<file path="config.mk">
export PLATFORM = sky130hd
export DESIGN_NAME = stereo_drywet_volume_balance_mixer
export DESIGN_NICKNAME = d
export VERILOG_FILES = /design/src/sv/sdvbm_pkg.sv /design/src/sv/sdvbm_lane.sv /design/src/sv/sdvbm_merge.sv /design/src/sv/stereo_drywet_volume_balance_mixer.sv
export SDC_FILE = /design/constraint.sdc
export NUM_CORES = 2
export LEC_CHECK = 0
export BUFFER_PORTS_ARGS = -buffer_cell sky130_fd_sc_hd__buf_2
export CORE_MARGIN = 10
export CORE_UTILIZATION = 50
export DETAILED_ROUTE_END_ITERATION = 6
export PLACE_DENSITY_LB_ADDON = 0.15
export REMOVE_ABC_BUFFERS = 1
export SYNTH_ARGS = -nofsm -noshare
export SYNTH_HDL_FRONTEND = slang
export SYNTH_SLANG_ARGS = --single-unit
</file>
<file path="constraint.sdc">
create_clock -name clk -period 11.8 [get_ports clk]
set_clock_uncertainty 0.1 [all_clocks]
set_input_delay 0.59 -clock clk [delete_from_list [all_inputs] [get_ports clk]]
set_output_delay 0.59 -clock clk [all_outputs]
set_load 0.005 [all_outputs]
</file>
<file path="src/sv/sdvbm_pkg.sv">
`default_nettype none

package sdvbm_pkg;

  localparam int SAMPLE_BITS    = 24;
  localparam int GAIN_FRAC_BITS = 15;

  localparam int OP_W   = SAMPLE_BITS + 2;
  localparam int COEF_W = GAIN_FRAC_BITS + 3;
  localparam int VAL_W  = SAMPLE_BITS + 3;
  localparam int ACC_W  = OP_W + COEF_W + 1;

  localparam int STAGE_W = 3;
  localparam int WET_W   = 16;
  localparam int VOL_W   = 16;
  localparam int BAL_W   = 17;

  localparam int STG_DRYWET  = 0;
  localparam int STG_VOLUME  = 1;
  localparam int STG_BALANCE = 2;

  localparam int CFG_ADDR_W = 5;
  localparam int CFG_DATA_W = 32;

  typedef enum logic [2:0] {
    REG_ACTIVE    = 3'd0,
    REG_STAGE_EN  = 3'd1,
    REG_MONO      = 3'd2,
    REG_WET_GAIN  = 3'd3,
    REG_VOL_GAIN  = 3'd4,
    REG_BAL_LEFT  = 3'd5,
    REG_BAL_RIGHT = 3'd6
  } reg_idx_t;

  typedef enum logic [9:0] {
    ST_IDLE     = 10'b00_0000_0001,
    ST_MUL_WET  = 10'b00_0000_0010,
    ST_MUL_DRY  = 10'b00_0000_0100,
    ST_DW_END   = 10'b00_0000_1000,
    ST_MUL_VOL  = 10'b00_0001_0000,
    ST_VOL_END  = 10'b00_0010_0000,
    ST_MUL_BAL0 = 10'b00_0100_0000,
    ST_MUL_BAL1 = 10'b00_1000_0000,
    ST_BAL_END  = 10'b01_0000_0000,
    ST_MERGE    = 10'b10_0000_0000
  } step_t;

  typedef struct packed {
    step_t step;
    logic  dw_en;
    logic  vol_en;
    logic  bal_en;
  } lane_ctrl_t;

  typedef struct packed {
    logic signed [SAMPLE_BITS-1:0] dry_left;
    logic signed [SAMPLE_BITS-1:0] dry_right;
    logic signed [SAMPLE_BITS-1:0] wet_left;
    logic signed [SAMPLE_BITS-1:0] wet_right;
    logic                          block_end;
  } in_item_t;

  typedef struct packed {
    logic signed [SAMPLE_BITS-1:0] mixed_left;
    logic signed [SAMPLE_BITS-1:0] mixed_right;
    logic                          peaks_valid;
    logic        [SAMPLE_BITS-1:0] in_peak_left;
    logic        [SAMPLE_BITS-1:0] in_peak_right;
    logic        [SAMPLE_BITS-1:0] out_peak_left;
    logic        [SAMPLE_BITS-1:0] out_peak_right;
  } out_item_t;

endpackage

`default_nettype wire

</file>
<file path="src/sv/sdvbm_lane.sv">
`default_nettype none

module sdvbm_lane (
  input  logic                                      clk,
  input  sdvbm_pkg::lane_ctrl_t                     ctrl,
  input  logic signed [sdvbm_pkg::SAMPLE_BITS-1:0]  wet,
  input  logic signed [sdvbm_pkg::SAMPLE_BITS-1:0]  dry,
  input  logic signed [sdvbm_pkg::COEF_W-1:0]       gain_wet,
  input  logic signed [sdvbm_pkg::COEF_W-1:0]       gain_dry,
  input  logic signed [sdvbm_pkg::COEF_W-1:0]       gain_vol,
  input  logic signed [sdvbm_pkg::COEF_W-1:0]       coef_own,
  input  logic signed [sdvbm_pkg::COEF_W-1:0]       coef_other,
  input  logic signed [sdvbm_pkg::VAL_W-1:0]        other_val,
  output logic signed [sdvbm_pkg::VAL_W-1:0]        val
);

  localparam int OP_W   = sdvbm_pkg::OP_W;
  localparam int COEF_W = sdvbm_pkg::COEF_W;
  localparam int VAL_W  = sdvbm_pkg::VAL_W;
  localparam int ACC_W  = sdvbm_pkg::ACC_W;
  localparam int GF     = sdvbm_pkg::GAIN_FRAC_BITS;

  localparam logic signed [ACC_W-1:0] HALF_G = ACC_W'(1) << (GF - 1);
  localparam logic signed [ACC_W-1:0] HALF_B = ACC_W'(1) << GF;

  logic signed [OP_W-1:0]        op_a;
  logic signed [COEF_W-1:0]      op_b;
  logic signed [OP_W+COEF_W-1:0] prod_full;
  logic signed [ACC_W-1:0]       prod_r;
  logic signed [ACC_W-1:0]       acc_r;
  logic signed [ACC_W-1:0]       acc_nxt;
  logic signed [ACC_W-1:0]       add_a;
  logic signed [ACC_W-1:0]       sum;
  logic signed [ACC_W-1:0]       rnd_g;
  logic signed [ACC_W-1:0]       rnd_b;
  logic signed [VAL_W-1:0]       val_r;
  logic signed [VAL_W-1:0]       val_nxt;

  // shared multiplier operand select
  always_comb begin
    unique case (ctrl.step)
      sdvbm_pkg::ST_MUL_WET: begin
        op_a = OP_W'(wet);
        op_b = gain_wet;
      end
      sdvbm_pkg::ST_MUL_DRY: begin
        op_a = OP_W'(dry);
        op_b = gain_dry;
      end
      sdvbm_pkg::ST_MUL_VOL: begin
        op_a = $signed(val_r[OP_W-1:0]);
        op_b = gain_vol;
      end
      sdvbm_pkg::ST_MUL_BAL0: begin
        op_a = $signed(val_r[OP_W-1:0]);
        op_b = coef_own;
      end
      sdvbm_pkg::ST_MUL_BAL1: begin
        op_a = $signed(other_val[OP_W-1:0]);
        op_b = coef_other;
      end
      default: begin
        op_a = '0;
        op_b = '0;
      end
    endcase
  end

  assign prod_full = op_a * op_b;

  assign add_a = (ctrl.step == sdvbm_pkg::ST_VOL_END) ? HALF_G : acc_r;
  assign sum   = add_a + prod_r;
  assign rnd_g = sum >>> GF;
  assign rnd_b = sum >>> (GF + 1);

  always_comb begin
    acc_nxt = acc_r;
    val_nxt = val_r;
    unique case (ctrl.step)
      sdvbm_pkg::ST_MUL_DRY:  acc_nxt = prod_r + HALF_G;
      sdvbm_pkg::ST_MUL_BAL1: acc_nxt = prod_r + HALF_B;
      sdvbm_pkg::ST_DW_END:   val_nxt = ctrl.dw_en ? VAL_W'(rnd_g) : VAL_W'(wet);
      sdvbm_pkg::ST_VOL_END:  val_nxt = ctrl.vol_en ? VAL_W'(rnd_g) : val_r;
      sdvbm_pkg::ST_BAL_END:  val_nxt = ctrl.bal_en ? VAL_W'(rnd_b) : val_r;
      default: begin
        acc_nxt = acc_r;
        val_nxt = val_r;
      end
    endcase
  end

  always_ff @(posedge clk) begin
    prod_r <= ACC_W'(prod_full);
    acc_r  <= acc_nxt;
    val_r  <= val_nxt;
  end

  assign val = val_r;

endmodule

`default_nettype wire

</file>
<file path="src/sv/sdvbm_merge.sv">
`default_nettype none

module sdvbm_merge (
  input  logic                                      clk,
  input  logic                                      rst_n,
  input  logic                                      load,
  input  logic                                      active,
  input  logic                                      mono,
  input  logic signed [sdvbm_pkg::VAL_W-1:0]        mix_left,
  input  logic signed [sdvbm_pkg::VAL_W-1:0]        mix_right,
  input  logic signed [sdvbm_pkg::SAMPLE_BITS-1:0]  dry_left,
  input  logic signed [sdvbm_pkg::SAMPLE_BITS-1:0]  dry_right,
  input  logic                                      block_end,
  input  logic                                      out_stall,
  output logic                                      out_valid,
  output sdvbm_pkg::out_item_t                      out_data,
  output logic                                      ready
);

  localparam int SB    = sdvbm_pkg::SAMPLE_BITS;
  localparam int VAL_W = sdvbm_pkg::VAL_W;

  localparam logic signed [VAL_W-1:0] S_MAX = VAL_W'((64'sd1 <<< (SB - 1)) - 64'sd1);
  localparam logic signed [VAL_W-1:0] S_MIN = -S_MAX - VAL_W'(1);

  function automatic logic signed [SB-1:0] sat_sample(input logic signed [VAL_W-1:0] v);
    logic signed [SB-1:0] res;
    if (v > S_MAX) begin
      res = S_MAX[SB-1:0];
    end else if (v < S_MIN) begin
      res = S_MIN[SB-1:0];
    end else begin
      res = v[SB-1:0];
    end
    return res;
  endfunction

  function automatic logic [SB-1:0] mag(input logic signed [SB-1:0] v);
    logic [SB-1:0] res;
    res = v[SB-1] ? SB'(-v) : SB'(v);
    return res;
  endfunction

  function automatic logic [SB-1:0] umax(input logic [SB-1:0] a, input logic [SB-1:0] b);
    logic [SB-1:0] res;
    res = (a > b) ? a : b;
    return res;
  endfunction

  logic                  out_valid_r;
  sdvbm_pkg::out_item_t  out_data_r;
  logic [SB-1:0]         ipk_l_r, ipk_r_r, opk_l_r, opk_r_r;
  logic [SB-1:0]         ipk_l_nxt, ipk_r_nxt, opk_l_nxt, opk_r_nxt;
  logic signed [SB-1:0]  left_s, right_s;

  assign ready = !out_valid_r || !out_stall;

  always_comb begin
    left_s    = active ? sat_sample(mix_left) : '0;
    right_s   = (active && !mono) ? sat_sample(mix_right) : '0;
    ipk_l_nxt = umax(ipk_l_r, mag(dry_left));
    ipk_r_nxt = mono ? ipk_r_r : umax(ipk_r_r, mag(dry_right));
    opk_l_nxt = active ? umax(opk_l_r, mag(left_s)) : opk_l_r;
    opk_r_nxt = active ? umax(opk_r_r, mag(right_s)) : opk_r_r;
  end

  always_ff @(posedge clk) begin
    if (!rst_n) begin
      out_valid_r <= 1'b0;
      ipk_l_r     <= '0;
      ipk_r_r     <= '0;
      opk_l_r     <= '0;
      opk_r_r     <= '0;
    end else if (load) begin
      out_valid_r <= 1'b1;
      ipk_l_r     <= block_end ? '0 : ipk_l_nxt;
      ipk_r_r     <= block_end ? '0 : ipk_r_nxt;
      opk_l_r     <= block_end ? '0 : opk_l_nxt;
      opk_r_r     <= block_end ? '0 : opk_r_nxt;
    end else if (!out_stall) begin
      out_valid_r <= 1'b0;
    end
  end

  always_ff @(posedge clk) begin
    if (load) begin
      out_data_r.mixed_left     <= left_s;
      out_data_r.mixed_right    <= right_s;
      out_data_r.peaks_valid    <= block_end;
      out_data_r.in_peak_left   <= block_end ? ipk_l_nxt : '0;
      out_data_r.in_peak_right  <= block_end ? ipk_r_nxt : '0;
      out_data_r.out_peak_left  <= block_end ? opk_l_nxt : '0;
      out_data_r.out_peak_right <= block_end ? opk_r_nxt : '0;
    end
  end

  assign out_valid = out_valid_r;
  assign out_data  = out_data_r;

endmodule

`default_nettype wire

</file>
<file path="src/sv/stereo_drywet_volume_balance_mixer.sv">
// channel   dir   handshake              beat
// in_       in    in_valid / in_stall    dry and wet stereo frame, block end mark
// out_      out   out_valid / out_stall  mixed stereo frame, block peaks
// cfg       in    psel penable pwrite    seven control registers at 4*i
//
// one frame at a time, the next taken only back in idle: accept, eight steps through each lane's multiplier, merge
// the two lanes share one sequencer; balance reads the other lane's volume result
// the output register holds a finished beat so the next frame is taken meanwhile
// a stalled output holds the merge step until the register frees
// rst_n clears the sequencer, the peak meters and the registers to their defaults
`default_nettype none

module stereo_drywet_volume_balance_mixer (
  input  logic                                  clk,
  input  logic                                  rst_n,
  input  logic                                  in_valid,
  output logic                                  in_stall,
  input  sdvbm_pkg::in_item_t                   in_data,
  output logic                                  out_valid,
  input  logic                                  out_stall,
  output sdvbm_pkg::out_item_t                  out_data,
  input  logic                                  psel,
  input  logic                                  penable,
  input  logic                                  pwrite,
  input  logic [sdvbm_pkg::CFG_ADDR_W-1:0]      paddr,
  input  logic [sdvbm_pkg::CFG_DATA_W-1:0]      pwdata,
  output logic [sdvbm_pkg::CFG_DATA_W-1:0]      prdata,
  output logic                                  pready
);

  localparam int COEF_W = sdvbm_pkg::COEF_W;
  localparam int VAL_W  = sdvbm_pkg::VAL_W;
  localparam int DW     = sdvbm_pkg::CFG_DATA_W;
  localparam int AW     = sdvbm_pkg::CFG_ADDR_W;

  localparam logic signed [COEF_W-1:0] C_ONE = COEF_W'(1) << sdvbm_pkg::GAIN_FRAC_BITS;
  localparam logic signed [COEF_W-1:0] C_TWO = C_ONE <<< 1;

  logic                                   active_r;
  logic [sdvbm_pkg::STAGE_W-1:0]          stage_en_r;
  logic                                   mono_r;
  logic [sdvbm_pkg::WET_W-1:0]            wet_gain_r;
  logic [sdvbm_pkg::VOL_W-1:0]            vol_gain_r;
  logic signed [sdvbm_pkg::BAL_W-1:0]     bal_left_r;
  logic signed [sdvbm_pkg::BAL_W-1:0]     bal_right_r;

  sdvbm_pkg::reg_idx_t                    reg_idx;
  logic                                   wr_en;

  sdvbm_pkg::step_t                       state_r, state_nxt;
  sdvbm_pkg::in_item_t                    item_r;
  sdvbm_pkg::lane_ctrl_t                  lane_ctrl;

  logic signed [COEF_W-1:0]               wg, g, g_inv, vol;
  logic signed [COEF_W-1:0]               blx, brx, bl, br, pl, pr;
  logic signed [VAL_W-1:0]                val_left, val_right;
  logic                                   merge_ready, merge_load;

  assign reg_idx = sdvbm_pkg::reg_idx_t'(paddr[AW-1:2]);
  assign wr_en   = psel && penable && pwrite;
  assign pready  = 1'b1;

  always_ff @(posedge clk) begin
    if (!rst_n) begin
      active_r    <= 1'b0;
      stage_en_r  <= '0;
      mono_r      <= 1'b0;
      wet_gain_r  <= sdvbm_pkg::WET_W'(C_ONE);
      vol_gain_r  <= sdvbm_pkg::VOL_W'(C_ONE);
      bal_left_r  <= -sdvbm_pkg::BAL_W'(C_ONE);
      bal_right_r <= sdvbm_pkg::BAL_W'(C_ONE);
    end else if (wr_en) begin
      unique case (reg_idx)
        sdvbm_pkg::REG_ACTIVE:    active_r    <= pwdata[0];
        sdvbm_pkg::REG_STAGE_EN:  stage_en_r  <= pwdata[sdvbm_pkg::STAGE_W-1:0];
        sdvbm_pkg::REG_MONO:      mono_r      <= pwdata[0];
        sdvbm_pkg::REG_WET_GAIN:  wet_gain_r  <= pwdata[sdvbm_pkg::WET_W-1:0];
        sdvbm_pkg::REG_VOL_GAIN:  vol_gain_r  <= pwdata[sdvbm_pkg::VOL_W-1:0];
        sdvbm_pkg::REG_BAL_LEFT:  bal_left_r  <= $signed(pwdata[sdvbm_pkg::BAL_W-1:0]);
        sdvbm_pkg::REG_BAL_RIGHT: bal_right_r <= $signed(pwdata[sdvbm_pkg::BAL_W-1:0]);
        default: ;
      endcase
    end
  end

  always_comb begin
    unique case (reg_idx)
      sdvbm_pkg::REG_ACTIVE:    prdata = DW'(active_r);
      sdvbm_pkg::REG_STAGE_EN:  prdata = DW'(stage_en_r);
      sdvbm_pkg::REG_MONO:      prdata = DW'(mono_r);
      sdvbm_pkg::REG_WET_GAIN:  prdata = DW'(wet_gain_r);
      sdvbm_pkg::REG_VOL_GAIN:  prdata = DW'(vol_gain_r);
      sdvbm_pkg::REG_BAL_LEFT:  prdata = DW'(bal_left_r);
      sdvbm_pkg::REG_BAL_RIGHT: prdata = DW'(bal_right_r);
      default:                  prdata = '0;
    endcase
  end

  // gains and balance positions
  always_comb begin
    wg    = $signed(COEF_W'(wet_gain_r));
    g     = (wg > C_ONE) ? C_ONE : wg;
    g_inv = C_ONE - g;
    vol   = $signed(COEF_W'(vol_gain_r));
    blx   = COEF_W'(bal_left_r);
    brx   = COEF_W'(bal_right_r);
    bl    = (blx > C_ONE) ? C_ONE : ((blx < -C_ONE) ? -C_ONE : blx);
    br    = (brx > C_ONE) ? C_ONE : ((brx < -C_ONE) ? -C_ONE : brx);
    pl    = bl + C_ONE;
    pr    = br + C_ONE;
  end

  always_comb begin
    lane_ctrl.step   = state_r;
    lane_ctrl.dw_en  = stage_en_r[sdvbm_pkg::STG_DRYWET] && (g != C_ONE);
    lane_ctrl.vol_en = stage_en_r[sdvbm_pkg::STG_VOLUME] && (vol != C_ONE);
    lane_ctrl.bal_en = stage_en_r[sdvbm_pkg::STG_BALANCE] && !mono_r &&
                       ((bl != -C_ONE) || (br != C_ONE));
  end

  assign in_stall   = (state_r != sdvbm_pkg::ST_IDLE);
  assign merge_load = (state_r == sdvbm_pkg::ST_MERGE) && merge_ready;

  always_comb begin
    unique case (state_r)
      sdvbm_pkg::ST_IDLE:     state_nxt = in_valid ? sdvbm_pkg::ST_MUL_WET : sdvbm_pkg::ST_IDLE;
      sdvbm_pkg::ST_MUL_WET:  state_nxt = sdvbm_pkg::ST_MUL_DRY;
      sdvbm_pkg::ST_MUL_DRY:  state_nxt = sdvbm_pkg::ST_DW_END;
      sdvbm_pkg::ST_DW_END:   state_nxt = sdvbm_pkg::ST_MUL_VOL;
      sdvbm_pkg::ST_MUL_VOL:  state_nxt = sdvbm_pkg::ST_VOL_END;
      sdvbm_pkg::ST_VOL_END:  state_nxt = sdvbm_pkg::ST_MUL_BAL0;
      sdvbm_pkg::ST_MUL_BAL0: state_nxt = sdvbm_pkg::ST_MUL_BAL1;
      sdvbm_pkg::ST_MUL_BAL1: state_nxt = sdvbm_pkg::ST_BAL_END;
      sdvbm_pkg::ST_BAL_END:  state_nxt = sdvbm_pkg::ST_MERGE;
      sdvbm_pkg::ST_MERGE:    state_nxt = merge_ready ? sdvbm_pkg::ST_IDLE : sdvbm_pkg::ST_MERGE;
      default:                state_nxt = sdvbm_pkg::ST_IDLE;
    endcase
  end

  always_ff @(posedge clk) begin
    if (!rst_n) begin
      state_r <= sdvbm_pkg::ST_IDLE;
    end else begin
      state_r <= state_nxt;
    end
  end

  always_ff @(posedge clk) begin
    if (in_valid && !in_stall) begin
      item_r <= in_data;
    end
  end

  sdvbm_lane u_lane_left (
    .clk        (clk),
    .ctrl       (lane_ctrl),
    .wet        (item_r.wet_left),
    .dry        (item_r.dry_left),
    .gain_wet   (g),
    .gain_dry   (g_inv),
    .gain_vol   (vol),
    .coef_own   (C_TWO - pl),
    .coef_other (C_TWO - pr),
    .other_val  (val_right),
    .val        (val_left)
  );

  sdvbm_lane u_lane_right (
    .clk        (clk),
    .ctrl       (lane_ctrl),
    .wet        (item_r.wet_right),
    .dry        (item_r.dry_right),
    .gain_wet   (g),
    .gain_dry   (g_inv),
    .gain_vol   (vol),
    .coef_own   (pr),
    .coef_other (pl),
    .other_val  (val_left),
    .val        (val_right)
  );

  sdvbm_merge u_merge (
    .clk       (clk),
    .rst_n     (rst_n),
    .load      (merge_load),
    .active    (active_r),
    .mono      (mono_r),
    .mix_left  (val_left),
    .mix_right (val_right),
    .dry_left  (item_r.dry_left),
    .dry_right (item_r.dry_right),
    .block_end (item_r.block_end),
    .out_stall (out_stall),
    .out_valid (out_valid),
    .out_data  (out_data),
    .ready     (merge_ready)
  );

endmodule

`default_nettype wire

</file>
==> After elaboration in Yosys (flattened, before gate mapping) <==
Cells that the tools add are included.
{ "classes": {"muxes": 48, "magnitude_cmp": 13, "n_addsub": 15, "eq_ne": 24, "mul": 2, "n_reduce_logical": 27} }
{ "ops": {"columns": ["cell", "n"], "rows": [
  ["$mux 24", 21],
  ["$pmux 32 s7", 1],
  ["$pmux 26 s4", 2],
  ["$pmux 18 s5", 2],
  ["$pmux 43 s2", 2],
  ["$mux 27", 6],
  ["$pmux 27 s3", 2],
  ["$pmux 10 s10", 1],
  ["$gt 24x24->1", 4],
  ["$neg 24->24", 4],
  ["$add 43x16->43 const B", 2],
  ["$add 43x17->43 const B", 2],
  ["$add 43x43->43", 2],
  ["$mul 26x18->43", 2],
  ["$mux 43", 2],
  ["$mux 18", 4],
  ["$gt 27x24->1 const B", 2],
  ["$lt 27x24->1 const B", 2],
  ["$add 18x17->18 const B", 2],
  ["$sub 18x18->18 const A", 2],
  ["$gt 17x17->1 const B", 2],
  ["$lt 17x16->1 const B", 2],
  ["$ne 16x16->1 const B", 2],
  ["$ne 18x16->1 const B", 1],
  ["31 further kinds", 55]
]} }
{ "totals": {"wordCells": 160, "out_inout_bits": 180, "reg_bits": 646, "in_bits": 141} }

==> Longest topological paths before layout <==
{ "logic_depth": {"depth_word": 10, "mapped_depth": 42, "ltp_nobuf": 38} }

==> Modules after synthesis <==
From an unflattened synthesis, not the netlist that was laid out.
{ "unflattened": {"hier_cells": 7518, "hier_area_um2": 69476.6} }
{ "modules_own_cells": {"columns": ["mod", "area_each_um2", "n_inst", "seq_area_each_um2", "cells_each"], "rows": [
  ["sdvbm_lane at u_lane_left", 23809.1, 1, 2962.8, 2753],
  ["sdvbm_lane at u_lane_right", 23537.6, 1, 2962.8, 2622],
  ["sdvbm_merge", 13631.8, 1, 6296.0, 1354],
  ["stereo_drywet_volume_balance_mixer", 8498.2, 1, 4534.3, 789]
]} }

==> Worst setup path before layout <==
OpenSTA, ideal clock, no wires.
{ "synth_timing": {"kind": "flip-flop to flip-flop", "start": "register state_r[3]", "end": "register u_lane_left.prod_r[41]", "n_path_buf": 6, "setup_time_ns": 0.120, "period_less_slack_ns": 9.128, "path_stages_with_launch": 42, "t_arrival_ns": 8.907, "setup_slack_ns": 2.672, "cell_sequence": "dfxtp_1 > buf_2 > or4_1 > clkbuf_1 > nor3_1 > buf_2 > and3_1 > clkbuf_1 > a22oi_1 > ha_1 > inv_1 > a41oi_1 > and3_1 > a21oi_1 > a31o_2 > clkbuf_1 > clkbuf_1 > nand2_1 > [... 6 more ...] > fa_1 > fa_1 > inv_1 > fa_1 > inv_1 > ha_1 > nand4_1 > nor2_1 > nand2_1 > a2111oi_0 > nor3b_1 > o2111ai_1 > o211ai_1 > o31ai_1 > a21boi_0 > nor2_1 > o221ai_1 > xnor2_1"} }
{ "synth_via": {"elab_chain_len": 4} }
{ "synth_lines": {"columns": ["element", "line", "rtl"], "rows": [
  ["from (decl)", "stereo_drywet_volume_balance_mixer.sv:50", "sdvbm_pkg::step_t state_r, state_nxt;"],
  ["from (signal assigned)", "stereo_drywet_volume_balance_mixer.sv:142", "state_r <= sdvbm_pkg::ST_IDLE;"],
  ["from (signal assigned)", "stereo_drywet_volume_balance_mixer.sv:144", "state_r <= state_nxt;"],
  ["$eq 10x5->1 / $eq 10x7->1 (equally long branches)", "sdvbm_lane.sv:41", "unique case (ctrl.step)"],
  ["$reduce_or 2->1 (no source line)", null, null],
  ["$pmux 26 s4", "sdvbm_lane.sv:41", null],
  ["$mul 26x18->43 (*)", "sdvbm_lane.sv:69", "assign prod_full = op_a * op_b;"],
  ["net u_lane_left.prod_full[41]", "sdvbm_lane.sv:28", "logic signed [OP_W+COEF_W-1:0] prod_full;"],
  ["to (signal assigned)", "sdvbm_lane.sv:93", "prod_r <= ACC_W'(prod_full);"],
  ["to (decl)", "sdvbm_lane.sv:29", "logic signed [ACC_W-1:0] prod_r;"]
]} }
The timed path passes the listed nets; every way through them passes the cells marked *.
A chain may end at the register's enable or synchronous reset.

==> Worst setup path in the final report <==
{ "layout_timing": {"start": "register state_r[8]", "end": "register u_lane_left.prod_r[41]"} }
The elaborated chain is that of the path after synthesis.

==> results list <==
- IR analysis of the VDD net gives a maximum drop of 0.000110 V.
- Mean number of vias per cell: 5.76
* Detailed-router iteration count before antenna repair: 7
- Total placed cells including tap cells: 8972
- The die covers 148000 µm².
- In this run the remaining antenna-violating nets after routing total 0.
* GP Congestion: 0.986
* I/O Pins: 321
* Overall Global Routing Usage: 0.296
- Category of the most critical setup path: reg -> reg
- The slowest stage of the critical path belongs to the cell sky130_fd_sc_hd__o311ai_0.
- Finish-stage setup viols: 0
- Initial antenna violation count: 6
- The Yosys step of the flow raised 0 warnings.
- Number of levels in the clock H-tree: 3
- Clk slew on worst S/H paths: 60 ps
- After the first detailed-routing iteration, the DRC count stood at 5588.
- Across all register-to-register paths, the minimum setup slack is 400 ps.
* Maximum clock path buffer count: 3
- The run finished with clean final reports.
- Number of global-route vias before repair: 52942
- In this design, the critical path's most frequently occurring cell is sky130_fd_sc_hd__fa_1.
- The number of hold buffers added after CTS was 88.
* Total congestion overflow after global routing: 0
* Number of nets in the layout: 8829
- Proportion of netlist area held by the largest area contributor: 0.272
- Clock latency on the worst-skew pair, taken at its later pin, is 710 ps.
- On the worst path, the slowest cell contributes a delay of 950 ps.
* CTS sink cnt: 646
- The most used flip-flop cell after synthesis is sky130_fd_sc_hd__edfxtp_1.
- Slew margin rel.: 0.126
- The finished cells cover 73600 µm².
- The core region is 132000 µm².
- Number of instances in the synthesized netlist: 7101
- Final cell count without fillers: 9205
* Placed Area: 70100 µm²
- Setup repair after global routing left no endpoint under its margin.
- The wire-length estimate of the detail-placed layout is 175000 µm.
* Buffers inserted during post-CTS setup optimization: 0
- Clock root buffer: sky130_fd_sc_hd__clkbuf_16
- The first global-routing pass estimated 331000 µm of wire.
- For met2 alone, demand over resource in global routing was 0.449.
- Final Routed Wirelength: 219000 µm
* Dominant cell type by area after synthesis: sky130_fd_sc_hd__fa_1
* Total chip power: 5.35 mW
- Horizontal extent of the die: 384 µm
* Cts bufs inserted: 77
- Number of hold violations in the final report: 0
* Number of core rows: 133
* Post-route fraction of the period consumed by the critical path: 0.966
- Largest net degree at the start of global routing: 76
- Port Buf Inserts: 302
- Data on the critical path arrives at its endpoint at 11890 ps.
- Fraction of registers with async set/reset: 0
- Initial Utilization: 0.504
- In this run, synthesis produced a sequential element count of 646.
- Class of the tightest hold or removal check: in -> reg
* Type of element launching the critical path: flop
* Achievable Freq: 87.8 MHz
* Max-cap violations: 0
- Fraction of met3 tracks used by global routing: 0.0602
* Core Util, Final: 0.559
- Of all nets on the critical path, the largest fanout is 11.
- Layout-stage area growth over the synthesis result: 11.0%
* Synth Cell Area: 66300 µm²
- After routing, the total negative slack on setup checks comes to 0 ps.
- Endpoint required time on the critical path: 12290 ps
* Number of DRC violations after detailed routing: 0
- CP endpoint kind: flop
* Most heavily used metal layer in global routing: met2
- Number of gates resized after CTS: 0
- Synth area leaders: sky130_fd_sc_hd__fa_1 27%, sky130_fd_sc_hd__edfxtp_1 17%, sky130_fd_sc_hd__dfxtp_1 8.0%
- Met1 Track Usage GR: 0.407
- Sequential fraction of the synthesis area: 0.253
* Average routed wire per standard cell: 23.8 µm
* Final Slew Violations: 0
* Number of distinct standard cells referenced by the synthesized netlist: 89
- TritonCTS built the clock tree.
* Number of enable-type register cells in the synthesized netlist: 382
* Worst-margin pin slew: 1310 ps
- Share of layout cells above drive strength 1: 0.0908
- The die is 384 µm tall.
* Leak Pwr: 34.1 nW
- Dividing total power by cell area gives a power density of 72.6 nW/µm².
- Routed vias: 53031
- The filler cells instantiated in the layout total 11788.
* Mean cell area of the mapped netlist: 9.34 µm²
* Time the worst path needs with I/O delays and setup: 11400 ps
## layer usage
metal  vias up  wire [µm]
met1     26338      90900
met2      2524      95600
met5         -         26
met3       488      21400
met4         4      11500
li1      23677          -
## final cells by class
class,instances,area [µm²],share of cell area
timing repair buffer,555,3670,0.0498
tap,1755,2200,0.0298
multi-input combinational,5000,44200,0.600
clock inverter,57,699,0.00950
clock buffer,87,1980,0.0270
sequential,646,16800,0.228
inverter,1104,4150,0.0564
antenna,1,2.50,0.0000340
## cells in the mapped netlist, types with 29 or more instances
cell / instances
sky130_fd_sc_hd__nor2b_1: 83
sky130_fd_sc_hd__a221o_1: 63
sky130_fd_sc_hd__mux2i_1: 40
sky130_fd_sc_hd__ha_1: 402
sky130_fd_sc_hd__a221oi_1: 40
sky130_fd_sc_hd__xnor2_1: 206
sky130_fd_sc_hd__dfxtp_1: 264
sky130_fd_sc_hd__a21o_1: 96
sky130_fd_sc_hd__fa_1: 902
sky130_fd_sc_hd__and3_1: 40
sky130_fd_sc_hd__nor3_1: 58
sky130_fd_sc_hd__a211oi_1: 67
sky130_fd_sc_hd__nand2b_1: 54
sky130_fd_sc_hd__o21ai_0: 269
sky130_fd_sc_hd__a31oi_1: 29
sky130_fd_sc_hd__a22o_1: 74
sky130_fd_sc_hd__and2_1: 159
sky130_fd_sc_hd__nand4_1: 45
sky130_fd_sc_hd__nor2_1: 383
sky130_fd_sc_hd__a22oi_1: 39
sky130_fd_sc_hd__nand2_1: 1131
sky130_fd_sc_hd__xor2_1: 98
sky130_fd_sc_hd__edfxtp_1: 382
sky130_fd_sc_hd__a21boi_0: 69
sky130_fd_sc_hd__a21oi_1: 203
sky130_fd_sc_hd__inv_1: 1103
sky130_fd_sc_hd__clkbuf_1: 299
sky130_fd_sc_hd__nand3_1: 91
sky130_fd_sc_hd__or2_2: 38
## critical path: cells and delay by family (launching register included)
kind | cells | cell delay (ps)
flops | 1 | 410
compound gates | 8 | 3610
buf+inv | 7 | 720
simple gates | 10 | 2910
fa+ha+maj | 7 | 3290
xor+xnor | 1 | 220
## power breakdown
part	switching (mW)	leakage (nW)	internal (mW)
clock network	1.10	1.29	1.46
registers	0.0740	5.79	2.41
logic	0.190	27.0	0.118
## stage by stage
step           hold WS (ps)  worst slack, ps
2_1_floorplan           300            -3900
3_3_place_gp            315             1020
3_5_place_dp            320              850
4_1_cts                16.9              761
5_1_grt                58.0              213
6_report               69.7              405
## cells by family after synthesis
family | Yosys count | synth area share
AO/OA/AOI/OAI | 1174 | 0.122
XOR/XNOR | 305 | 0.0404
adder cells (fa/ha/maj) | 1304 | 0.348
buffers and inverters | 1455 | 0.0836
flip-flops | 646 | 0.253
multiplexers | 43 | 0.00671
other | 1 | 0.0000565
AND/OR/NAND/NOR | 2173 | 0.147
## final timing paths
check,from,end,depth (start not counted)
max reg2reg,state_r[8],u_lane_left.prod_r[41],33
min,in_data[1],item_r[1],1
min reg2reg,u_lane_left.prod_r[6],u_lane_left.acc_r[6],0
max,state_r[8],u_lane_left.prod_r[41],33
## layout by cell type (no fill, tap or decap), drive strengths merged, types with 72 or more instances in the layout
cell type / count
nand3: 91
a22o: 74
xnor2: 206
ha: 402
clkbuf: 87
nand2: 1131
buf: 467
dfxtp: 264
and2: 159
xor2: 99
dlygate4sd3: 88
a21boi: 72
edfxtp: 382
inv: 1106
a21oi: 204
nor2b: 83
fa: 902
nor2: 383
a21o: 96
o21ai: 279
## registers in the layout, summed over array words and instances, names as in the netlist, 10 cells and up
register,cells
u_merge.ipk_l_r,24
u_merge.opk_l_r,24
u_lane_right.prod_r,43
u_merge.out_data,145
vol_gain_r,16
u_lane_right.acc_r,43
item_r,97
bal_left_r,17
u_lane_left.acc_r,43
bal_right_r,17
u_merge.ipk_r_r,24
u_merge.opk_r_r,24
u_lane_left.prod_r,43
u_lane_left.val,27
state_r,10
wet_gain_r,16
u_lane_right.val,27
Note: power is estimated with default switching activity, not from simulation.
